File: config.mk
export PLATFORM = sky130hd
export DESIGN_NAME = file_checksum_engine_unit
export DESIGN_NICKNAME = d
export VERILOG_FILES = /design/src/rtl/fcs_pkg.sv /design/src/rtl/fcs_ctrl.sv /design/src/rtl/fcs_dpath.sv /design/src/rtl/file_checksum_engine_unit.sv
export SDC_FILE = /design/constraint.sdc
export NUM_CORES = 1
export LEC_CHECK = 0
export BUFFER_PORTS_ARGS = -buffer_cell sky130_fd_sc_hd__buf_2
export CAP_MARGIN = 5
export CORE_MARGIN = 1
export CORE_UTILIZATION = 60
export DETAILED_ROUTE_END_ITERATION = 16
export GPL_TIMING_DRIVEN = 0
export PLACE_DENSITY = 0.91
export SYNTH_ARGS = -nofsm -noshare
export SYNTH_HDL_FRONTEND = slang
export SYNTH_HIERARCHICAL = 1
export SYNTH_SLANG_ARGS = --single-unit
File: constraint.sdc
create_clock -name clk -period 12.4 [get_ports clk]
set_input_delay 0.62 -clock clk [delete_from_list [all_inputs] [get_ports clk]]
set_output_delay 0.62 -clock clk [all_outputs]
set_load 0.05 [all_outputs]
File: src/rtl/fcs_pkg.sv
// fcs_pkg: shared types, codes and the crc byte step for the file checksum engine
// no dependencies; referenced by scoped name from every rtl module
package fcs_pkg;

  localparam logic [1:0] MODE_CRC  = 2'd0;
  localparam logic [1:0] MODE_SYSV = 2'd1;
  localparam logic [1:0] MODE_BSD  = 2'd2;

  localparam logic CMD_DATA = 1'b0;
  localparam logic CMD_END  = 1'b1;

  localparam logic [31:0] CRC_POLY = 32'h04C1_1DB7;

  localparam int unsigned OUT_BITS = 64;
  localparam int unsigned SUM_BITS = 32;

  // commands from the controller to the datapath
  typedef struct packed {
    logic byte_en;    // accept one data byte
    logic crc_start;  // end request in crc mode, start feeding the length
    logic feed_en;    // feed one length byte through the crc
    logic crc_done;   // length exhausted, load the crc result
    logic sum_done;   // end request in a sum mode, load the result now
  } fcs_ctrl_t;

  // status from the datapath to the controller
  typedef struct packed {
    logic is_crc;     // mode register selects the crc
    logic len_zero;   // remaining length is zero
  } fcs_stat_t;

  // msb-first crc over one byte, eight shift steps
  function automatic logic [31:0] crc_octet_step(input logic [31:0] crc,
                                                 input logic [7:0]  octet);
    logic [31:0] r;
    r = crc ^ {octet, 24'h0};
    for (int k = 0; k < 8; k++) begin
      r = r[31] ? ({r[30:0], 1'b0} ^ CRC_POLY) : {r[30:0], 1'b0};
    end
    return r;
  endfunction

endpackage

File: src/rtl/fcs_ctrl.sv
// fcs_ctrl: request sequencing, length feed state machine and result valid flag
// depends on fcs_pkg
module fcs_ctrl (
  input  logic              clk,
  input  logic              rst_n,
  input  logic              in_tvalid,
  output logic              in_tready,
  input  logic              in_tuser,
  output logic              out_tvalid,
  input  logic              out_tready,
  input  fcs_pkg::fcs_stat_t stat,
  output fcs_pkg::fcs_ctrl_t ctrl
);

  localparam logic S_IDLE = 1'b0;
  localparam logic S_FEED = 1'b1;

  logic state_r, state_nxt;
  logic out_valid_r, out_valid_nxt;
  logic in_acc;

  // a new request waits during the length feed and while a finished result is still unclaimed
  assign in_tready = (state_r == S_IDLE) && (!out_valid_r || out_tready);
  assign in_acc    = in_tvalid && in_tready;
  assign out_tvalid = out_valid_r;

  always_comb begin
    state_nxt = state_r;
    ctrl      = '0;
    case (state_r)
      S_IDLE: begin
        if (in_acc) begin
          if (in_tuser == fcs_pkg::CMD_DATA) begin
            ctrl.byte_en = 1'b1;
          end else if (stat.is_crc) begin
            ctrl.crc_start = 1'b1;
            state_nxt      = S_FEED;
          end else begin
            ctrl.sum_done = 1'b1;
          end
        end
      end
      S_FEED: begin
        if (stat.len_zero) begin
          ctrl.crc_done = 1'b1;
          state_nxt     = S_IDLE;
        end else begin
          ctrl.feed_en = 1'b1;
        end
      end
      default: begin
        state_nxt = S_IDLE;
      end
    endcase
  end

  always_comb begin
    out_valid_nxt = out_valid_r;
    if (out_valid_r && out_tready) begin
      out_valid_nxt = 1'b0;
    end
    if (ctrl.crc_done || ctrl.sum_done) begin
      out_valid_nxt = 1'b1;
    end
  end

  always_ff @(posedge clk) begin
    if (!rst_n) begin
      state_r     <= S_IDLE;
      out_valid_r <= 1'b0;
    end else begin
      state_r     <= state_nxt;
      out_valid_r <= out_valid_nxt;
    end
  end

  // the result slot is empty for the whole length feed
  a_feed_slot_empty: assert property (@(posedge clk) disable iff (!rst_n)
    (state_r == S_FEED) |-> !out_valid_r)
    else $error("result pending during length feed");

  // a new result appears only after a finishing command
  a_result_source: assert property (@(posedge clk) disable iff (!rst_n)
    $rose(out_valid_r) |-> $past(ctrl.crc_done || ctrl.sum_done))
    else $error("result raised without a finishing command");

  // the crc finishes only once the length has been fed out
  a_crc_done_len: assert property (@(posedge clk) disable iff (!rst_n)
    ctrl.crc_done |-> stat.len_zero && (state_r == S_FEED))
    else $error("crc finished with length remaining");

  // nothing is taken in while the length is being fed
  a_feed_no_accept: assert property (@(posedge clk) disable iff (!rst_n)
    (state_r == S_FEED) |-> !in_tready)
    else $error("request accepted during length feed");

endmodule

File: src/rtl/fcs_dpath.sv
// fcs_dpath: mode register, running value, byte counter, length shifter, result registers
// depends on fcs_pkg
module fcs_dpath #(
  parameter int unsigned COUNT_BITS = 64
) (
  input  logic               clk,
  input  logic               rst_n,
  input  logic               cfg_we,
  input  logic [1:0]         cfg_wdata,
  input  logic [7:0]         data_byte,
  input  fcs_pkg::fcs_ctrl_t ctrl,
  output fcs_pkg::fcs_stat_t stat,
  output logic [31:0]        checksum,
  output logic [63:0]        byte_total,
  output logic [63:0]        size_units
);

  logic [1:0]            mode_r;
  logic [31:0]           run_r, run_nxt;
  logic [COUNT_BITS-1:0] cnt_r, cnt_nxt;
  logic [COUNT_BITS-1:0] len_r, len_nxt;
  logic [31:0]           chk_r, chk_nxt;
  logic [63:0]           tot_r, tot_nxt;
  logic [63:0]           units_r, units_nxt;

  logic [15:0]           bsd_rot;
  logic [16:0]           fold1;
  logic [16:0]           fold2;
  logic [COUNT_BITS-1:0] blk512;
  logic [COUNT_BITS-1:0] blk1024;

  assign stat.is_crc   = (mode_r == fcs_pkg::MODE_CRC);
  assign stat.len_zero = (len_r == '0);

  // rotate right within 16 bits, taking bit 16 too so a bit left there by a sum stretch still carries down
  assign bsd_rot = run_r[16:1] + {run_r[0], 15'h0};
  assign fold1   = {1'b0, run_r[15:0]} + {1'b0, run_r[31:16]};
  assign fold2   = {1'b0, fold1[15:0]} + {16'h0, fold1[16]};
  assign blk512  = (cnt_r >> 9)  + {{(COUNT_BITS-1){1'b0}}, |cnt_r[8:0]};
  assign blk1024 = (cnt_r >> 10) + {{(COUNT_BITS-1){1'b0}}, |cnt_r[9:0]};

  always_comb begin
    run_nxt   = run_r;
    cnt_nxt   = cnt_r;
    len_nxt   = len_r;
    chk_nxt   = chk_r;
    tot_nxt   = tot_r;
    units_nxt = units_r;

    if (ctrl.byte_en) begin
      cnt_nxt = cnt_r + {{(COUNT_BITS-1){1'b0}}, 1'b1};
      case (mode_r)
        fcs_pkg::MODE_CRC:  run_nxt = fcs_pkg::crc_octet_step(run_r, data_byte);
        fcs_pkg::MODE_SYSV: run_nxt = run_r + {24'h0, data_byte};
        fcs_pkg::MODE_BSD:  run_nxt = {16'h0, bsd_rot + {8'h0, data_byte}};
        default:            run_nxt = run_r;
      endcase
    end

    if (ctrl.crc_start) begin
      len_nxt = cnt_r;
    end

    // length goes in least significant byte first
    if (ctrl.feed_en) begin
      run_nxt = fcs_pkg::crc_octet_step(run_r, len_r[7:0]);
      len_nxt = len_r >> 8;
    end

    if (ctrl.crc_done) begin
      chk_nxt   = ~run_r;
      tot_nxt   = fcs_pkg::OUT_BITS'(cnt_r);
      units_nxt = fcs_pkg::OUT_BITS'(cnt_r);
      run_nxt   = '0;
      cnt_nxt   = '0;
    end

    if (ctrl.sum_done) begin
      tot_nxt = fcs_pkg::OUT_BITS'(cnt_r);
      case (mode_r)
        fcs_pkg::MODE_SYSV: begin
          chk_nxt   = fcs_pkg::SUM_BITS'(fold2);
          units_nxt = fcs_pkg::OUT_BITS'(blk512);
        end
        fcs_pkg::MODE_BSD: begin
          chk_nxt   = {16'h0, run_r[15:0]};
          units_nxt = fcs_pkg::OUT_BITS'(blk1024);
        end
        default: begin
          // unused mode: no checksum, size in bytes
          chk_nxt   = '0;
          units_nxt = fcs_pkg::OUT_BITS'(cnt_r);
        end
      endcase
      run_nxt = '0;
      cnt_nxt = '0;
    end
  end

  always_ff @(posedge clk) begin
    if (!rst_n) begin
      mode_r <= fcs_pkg::MODE_CRC;
      run_r  <= '0;
      cnt_r  <= '0;
      len_r  <= '0;
    end else begin
      if (cfg_we) begin
        mode_r <= cfg_wdata;
      end
      run_r <= run_nxt;
      cnt_r <= cnt_nxt;
      len_r <= len_nxt;
    end
  end

  always_ff @(posedge clk) begin
    chk_r   <= chk_nxt;
    tot_r   <= tot_nxt;
    units_r <= units_nxt;
  end

  assign checksum   = chk_r;
  assign byte_total = tot_r;
  assign size_units = units_r;

endmodule

File: src/rtl/file_checksum_engine_unit.sv
// file_checksum_engine_unit: top level of the whole-file checksum engine
// depends on fcs_pkg, fcs_ctrl and fcs_dpath
//
//  channel  | ports           | payload
//  ---------+-----------------+--------------------------------------------------
//  in_      | tvalid/tready   | tuser: cmd (0 data, 1 end); tdata: data_byte
//  out_     | tvalid/tready   | tdata: checksum, byte_total, size_units
//  cfg_     | we/wdata        | mode (0 crc, 1 sysv sum, 2 bsd sum)
//
// data bytes stream at one per clock while no finished result waits unclaimed
// an end request in a sum mode loads the result straight into the output registers
// an end request in crc mode first feeds the byte count through the crc, low byte
//   first, stopping once the remaining length is zero, and then loads the result
// reset clears mode, running value and byte count; no clearing pass is needed
// the result sits in an output register; only a new request waits while it is unclaimed
module file_checksum_engine_unit #(
  parameter int unsigned COUNT_BITS = 64  // byte counter width, 32 to 64
) (
  input  logic         clk,
  input  logic         rst_n,
  input  logic         cfg_we,
  input  logic [1:0]   cfg_wdata,     // mode
  input  logic         in_tvalid,
  output logic         in_tready,
  input  logic [7:0]   in_tdata,      // [7:0] data_byte
  input  logic         in_tuser,      // [0] cmd
  output logic         out_tvalid,
  input  logic         out_tready,
  output logic [159:0] out_tdata      // [31:0] checksum, [95:32] byte_total,
                                      // [159:96] size_units
);

  fcs_pkg::fcs_ctrl_t ctrl;
  fcs_pkg::fcs_stat_t stat;

  logic [31:0] checksum;
  logic [63:0] byte_total;
  logic [63:0] size_units;

  // request sequencing and the result valid flag
  fcs_ctrl u_ctrl (
    .clk        (clk),
    .rst_n      (rst_n),
    .in_tvalid  (in_tvalid),
    .in_tready  (in_tready),
    .in_tuser   (in_tuser),
    .out_tvalid (out_tvalid),
    .out_tready (out_tready),
    .stat       (stat),
    .ctrl       (ctrl)
  );

  // running value, byte counter and result registers
  fcs_dpath #(
    .COUNT_BITS (COUNT_BITS)
  ) u_dpath (
    .clk        (clk),
    .rst_n      (rst_n),
    .cfg_we     (cfg_we),
    .cfg_wdata  (cfg_wdata),
    .data_byte  (in_tdata),
    .ctrl       (ctrl),
    .stat       (stat),
    .checksum   (checksum),
    .byte_total (byte_total),
    .size_units (size_units)
  );

  assign out_tdata = {size_units, byte_total, checksum};

endmodule

==> run_results.csv <==
group,metric,value,unit
layout,drive_gt1_share,13.19,%
clocking,clock-root-buffer,"sky130_fd_sc_hd__clkbuf_16",
logic_synthesis,seq_area_frac_synth,41.32,%
worst_hold_path,hold_path_class,"in -> reg",
sta,timing.final.hold_violations,0,
sta,fin_worst_skew,0.02864,ns
global_routing,grtUsageTotal,41.32,%
floorplanning,die_area,33350,sq um
power_and_ir_drop,cellInternalPower,2.223,mW
route,antenna_left,0,
placement,place.port_buffers,177,
global_routing,grt_overflow,0,
outcome,outcome,"finished clean",
logic_synthesis,netlist_top_cells_area,"sky130_fd_sc_hd__edfxtp_1 25%, sky130_fd_sc_hd__dfxtp_1 17%, sky130_fd_sc_hd__xnor2_1 8.0%, sky130_fd_sc_hd__xor2_1 7.0%, sky130_fd_sc_hd__nand2_1 4.5%",
placement,detailed_place_hpwl,51.78,mm
setup_path,ff2ff_setup_slack,7.76,ns
setup_path,worst-path-max-fanout,10,
job,cap_viol_max_count,0,
sta,final-setup-viol-count,0,
clocking,htreeDepth,2,
global_routing,first_global_vias,16780,
sta,worst_hold_slack,0.3469,ns
power_and_ir_drop,clock_power_share,31.4,%
sta,tns,0,ns
global_routing,antenna_found_initial,2,
setup_path,critical-path-slowest-cell,"sky130_fd_sc_hd__dfxtp_1",
logic_synthesis,synth_async_sr_flop_share,0,%
route,drc_violations_left,0,
power_and_ir_drop,sequentialPowerShare,36.2,%
logic_synthesis,ys_warn_count,6,
route,via_per_inst,6.528,
sta,slew_headroom,13.75,%
power_and_ir_drop,p_leak,8.770,nW
worst_hold_path,min-delay-start,"cfg_wdata[1]",
power_and_ir_drop,power_density,156.2,nW/um^2
logic_synthesis,yosys_register_bits,324,
sta,tightest_slew,1.291,ns
logic_synthesis,synth.net_count,2145,
floorplanning,die_height,182.6,um
setup_path,cp_common_cell,"sky130_fd_sc_hd__ha_1",
floorplanning,die_w,182.6,um
clocking,worst_skew_pair_later_pin_latency,0.54,ns
sta,max_freq,215.7,MHz
setup_path,crit_path_end_kind,"flop",
clocking,clockBufferDepth,3,
clocking,tritoncts.num_buffers,36,
logic_synthesis,postSynthAreaPerCell,9.396,sq um
logic_synthesis,netlist.area_leader.share,24.55,%
power_and_ir_drop,switching_share,36.04,%
placement,placed_area,21040,sq um
layout,finalNonFillerCells,2764,
logic_synthesis,post_synth_instance_area,19570,sq um
floorplanning,fp-row-count,65,
layout,layout.cell_area.non_filler,22250,sq um
sta,setup_repair_after_global_routing_missed_its_margin,"no",
setup_path,critical_path.n_buffers_inverters,1,
clocking,cts_post_setup_buffers_inserted,0,
global_routing,grt_start_max_net_pins,92,
setup_path,ff_to_ff_end,"u_dpath/checksum[16]",
global_routing,grt_first_pass_wirelength,103.3,mm
clocking,cts-hold-fix-buffers,0,
route,drt-initial-drc-count,2374,
logic_synthesis,postSynthCellCount,2083,
setup_path,startpoint_type,"flop",
setup_path,timing.rr.start,"u_dpath/run_r[26]",
route,first_pass_iters,7,
clocking,ctsResizeCount,0,
logic_synthesis,synth_largest_area_cell,"sky130_fd_sc_hd__edfxtp_1",
clocking,clock-sinks,324,
logic_synthesis,synth.lib_cells_used.distinct,85,
clocking,cts.reportedPaths.clkPinSlew,0.06,ns
layout,fin_nets,2362,
setup_path,arrival_time_worst_endpoint,4.99,ns
setup_path,criticalPathCategory,"reg -> reg",
setup_path,crit_chain,"ha_1, clkbuf_1, o2111ai_1, a211oi_1, o31ai_1, nand2b_1, a21o_1, a21o_1, ha_1, ha_1, nand2_1, nor2_1, nand3_1, o32ai_2, and2_1, or4b_1, o22ai_1",
route,wl_per_cell,25.20,um
placement,place.gp.congestion,0.9916,
logic_synthesis,number_of_enable_type_register_cells_in_the_synthesized_netlist,160,
sta,final_max_slew_viol_count,0,
placement,place.detailed.instances,2696,
layout,syn_to_final_growth,13.67,%
floorplanning,core-area,31800,sq um
worst_hold_path,worst_hold_path.endpoint,"u_dpath/mode_r[1]",
setup_path,r2r_cells,17,
power_and_ir_drop,max-vdd-ir-drop,0.1103,mV
floorplanning,initial_core_util,61.55,%
power_and_ir_drop,pwr-share-comb,32.4,%
route,vias,18040,
sta,fraction_of_the_cycle_the_final_worst_path_needs,37.39,%
power_and_ir_drop,switchingPower,1.252,mW
clocking,cts_tree,"done",
sta,period_minus_slack,4.636,ns
floorplanning,io_count,178,
setup_path,timing.critical_path.max_delay_family,"compound AO/OA/AOI/OAI gates",
setup_path,worst_ep_required_time,12.75,ns
setup_path,crit_path_max_incr_delay,0.68,ns
route,finalWirelength,69.67,mm
worst_hold_path,hold-path-cell-count,3,
logic_synthesis,ys_dominant_reg_cell,"sky130_fd_sc_hd__dfxtp_1",
cell type report:
class	instances	area [sq um]
tap	435	544.3
clock inverter	19	167.7
multi-input combinational	1565	10660
buffer	177	762.0
timing repair buffer	179	920.9
inverter	17	68.82
clock buffer	46	1032
sequential	324	8088
fill	2446	9552
antenna	2	5.005
routing by layer:
metal  global-route usage [%]  part of all wire (%)  vias to the layer above
li1                         -                     -                     7875
met1                    58.65                    41                     8639
met2                    61.07                    43                     1321
met3                    10.74                    13                      208
met4                    13.61                   3.3                        0
met5                        0                     0                        -
power groups by stage:
stage / clock, mW / sequential, mW / combinational, mW
after detailed placement: 0 / 1.28 / 1.08
after floorplan: 0 / 1.31 / 0.746
after global routing: 1.14 / 1.26 / 1.19
final: 1.09 / 1.26 / 1.13
after global placement: 0 / 1.28 / 1.06
after CTS: 1.10 / 1.25 / 1.09
sequential cells by signal (all words and copies together) (netlist names):
name / count
u_ctrl/out_tvalid: 1
u_dpath/byte_total: 64
u_dpath/size_units: 64
u_dpath/mode_r: 2
u_ctrl/state_r: 1
u_dpath/cnt_r: 64
u_dpath/checksum: 32
u_dpath/run_r: 32
u_dpath/len_r: 64
through the flow:
stage	power (mW)	setup WS, ns	util, %
after floorplan	2.051	7.486	-
after global placement	2.341	5.740	66.05
after detailed placement	2.353	7.903	66.15
after CTS	3.435	7.876	69.92
after global routing	3.587	7.500	69.95
final	3.475	7.764	69.96
tightest hold or removal path: stages:
cell and delay [ns]:
sky130_fd_sc_hd__buf_2 0.07, sky130_fd_sc_hd__mux2i_1 0.05, sky130_fd_sc_hd__nor2b_1 0.10
synth_stat cells, drive strengths merged, types with 6 or more instances:
master,instances
a211oi,18
a21o,16
a21oi,68
a221oi,24
a22oi,50
and2,26
and3,19
and4,13
buf,61
clkbuf,116
dfxtp,164
edfxtp,160
ha,43
inv,17
mux2i,67
nand2,233
nand3,60
nand4,35
nor2,178
nor2b,9
nor3,29
nor3b,6
nor4,21
o211a,58
o21ai,121
o221ai,22
o31ai,7
or2,7
or3,23
xnor2,185
xor2,159
how the worst max path moves through the flow:
stage | cells past startpoint | slack (ns) | start | end
floorplan | 6 | 7.49 | u_dpath/len_r[5] | u_dpath/byte_total[0]
global placement | 6 | 5.74 | u_dpath/len_r[0] | u_dpath/byte_total[44]
detailed placement | 17 | 7.90 | u_dpath/run_r[26] | u_dpath/checksum[16]
CTS | 17 | 7.88 | u_dpath/run_r[26] | u_dpath/checksum[16]
global route | 17 | 7.50 | u_dpath/run_r[26] | u_dpath/checksum[16]
finish | 17 | 7.76 | u_dpath/run_r[26] | u_dpath/checksum[16]
logic make-up after synthesis:
family,share of synthesized area [%]
buf+inv,4.219
simple gates,16.60
fa+ha+maj,3.056
mux,3.426
compound gates,15.48
xor+xnor,15.90
flops,41.32
placed cells by master, fill, tap and decap left out, types with 27 or more instances in the layout:
cell type / synthesis / routed
sky130_fd_sc_hd__dfxtp_1: 164 / 164
sky130_fd_sc_hd__mux2i_1: 67 / 67
sky130_fd_sc_hd__nor2_1: 176 / 176
sky130_fd_sc_hd__clkbuf_1: 115 / 119
sky130_fd_sc_hd__nand2_1: 233 / 233
sky130_fd_sc_hd__xor2_1: 156 / 156
sky130_fd_sc_hd__xnor2_1: 178 / 178
sky130_fd_sc_hd__o21ai_0: 118 / 118
sky130_fd_sc_hd__edfxtp_1: 160 / 160
sky130_fd_sc_hd__clkbuf_16: 0 / 39
sky130_fd_sc_hd__nor3_1: 27 / 27
sky130_fd_sc_hd__a22oi_1: 50 / 50
sky130_fd_sc_hd__nand3_1: 60 / 60
sky130_fd_sc_hd__a21oi_1: 67 / 67
sky130_fd_sc_hd__buf_2: 23 / 200
sky130_fd_sc_hd__ha_1: 43 / 43
sky130_fd_sc_hd__o211a_1: 58 / 58
sky130_fd_sc_hd__nand4_1: 32 / 32
No activity file was read; power rests on OpenSTA's default activity.
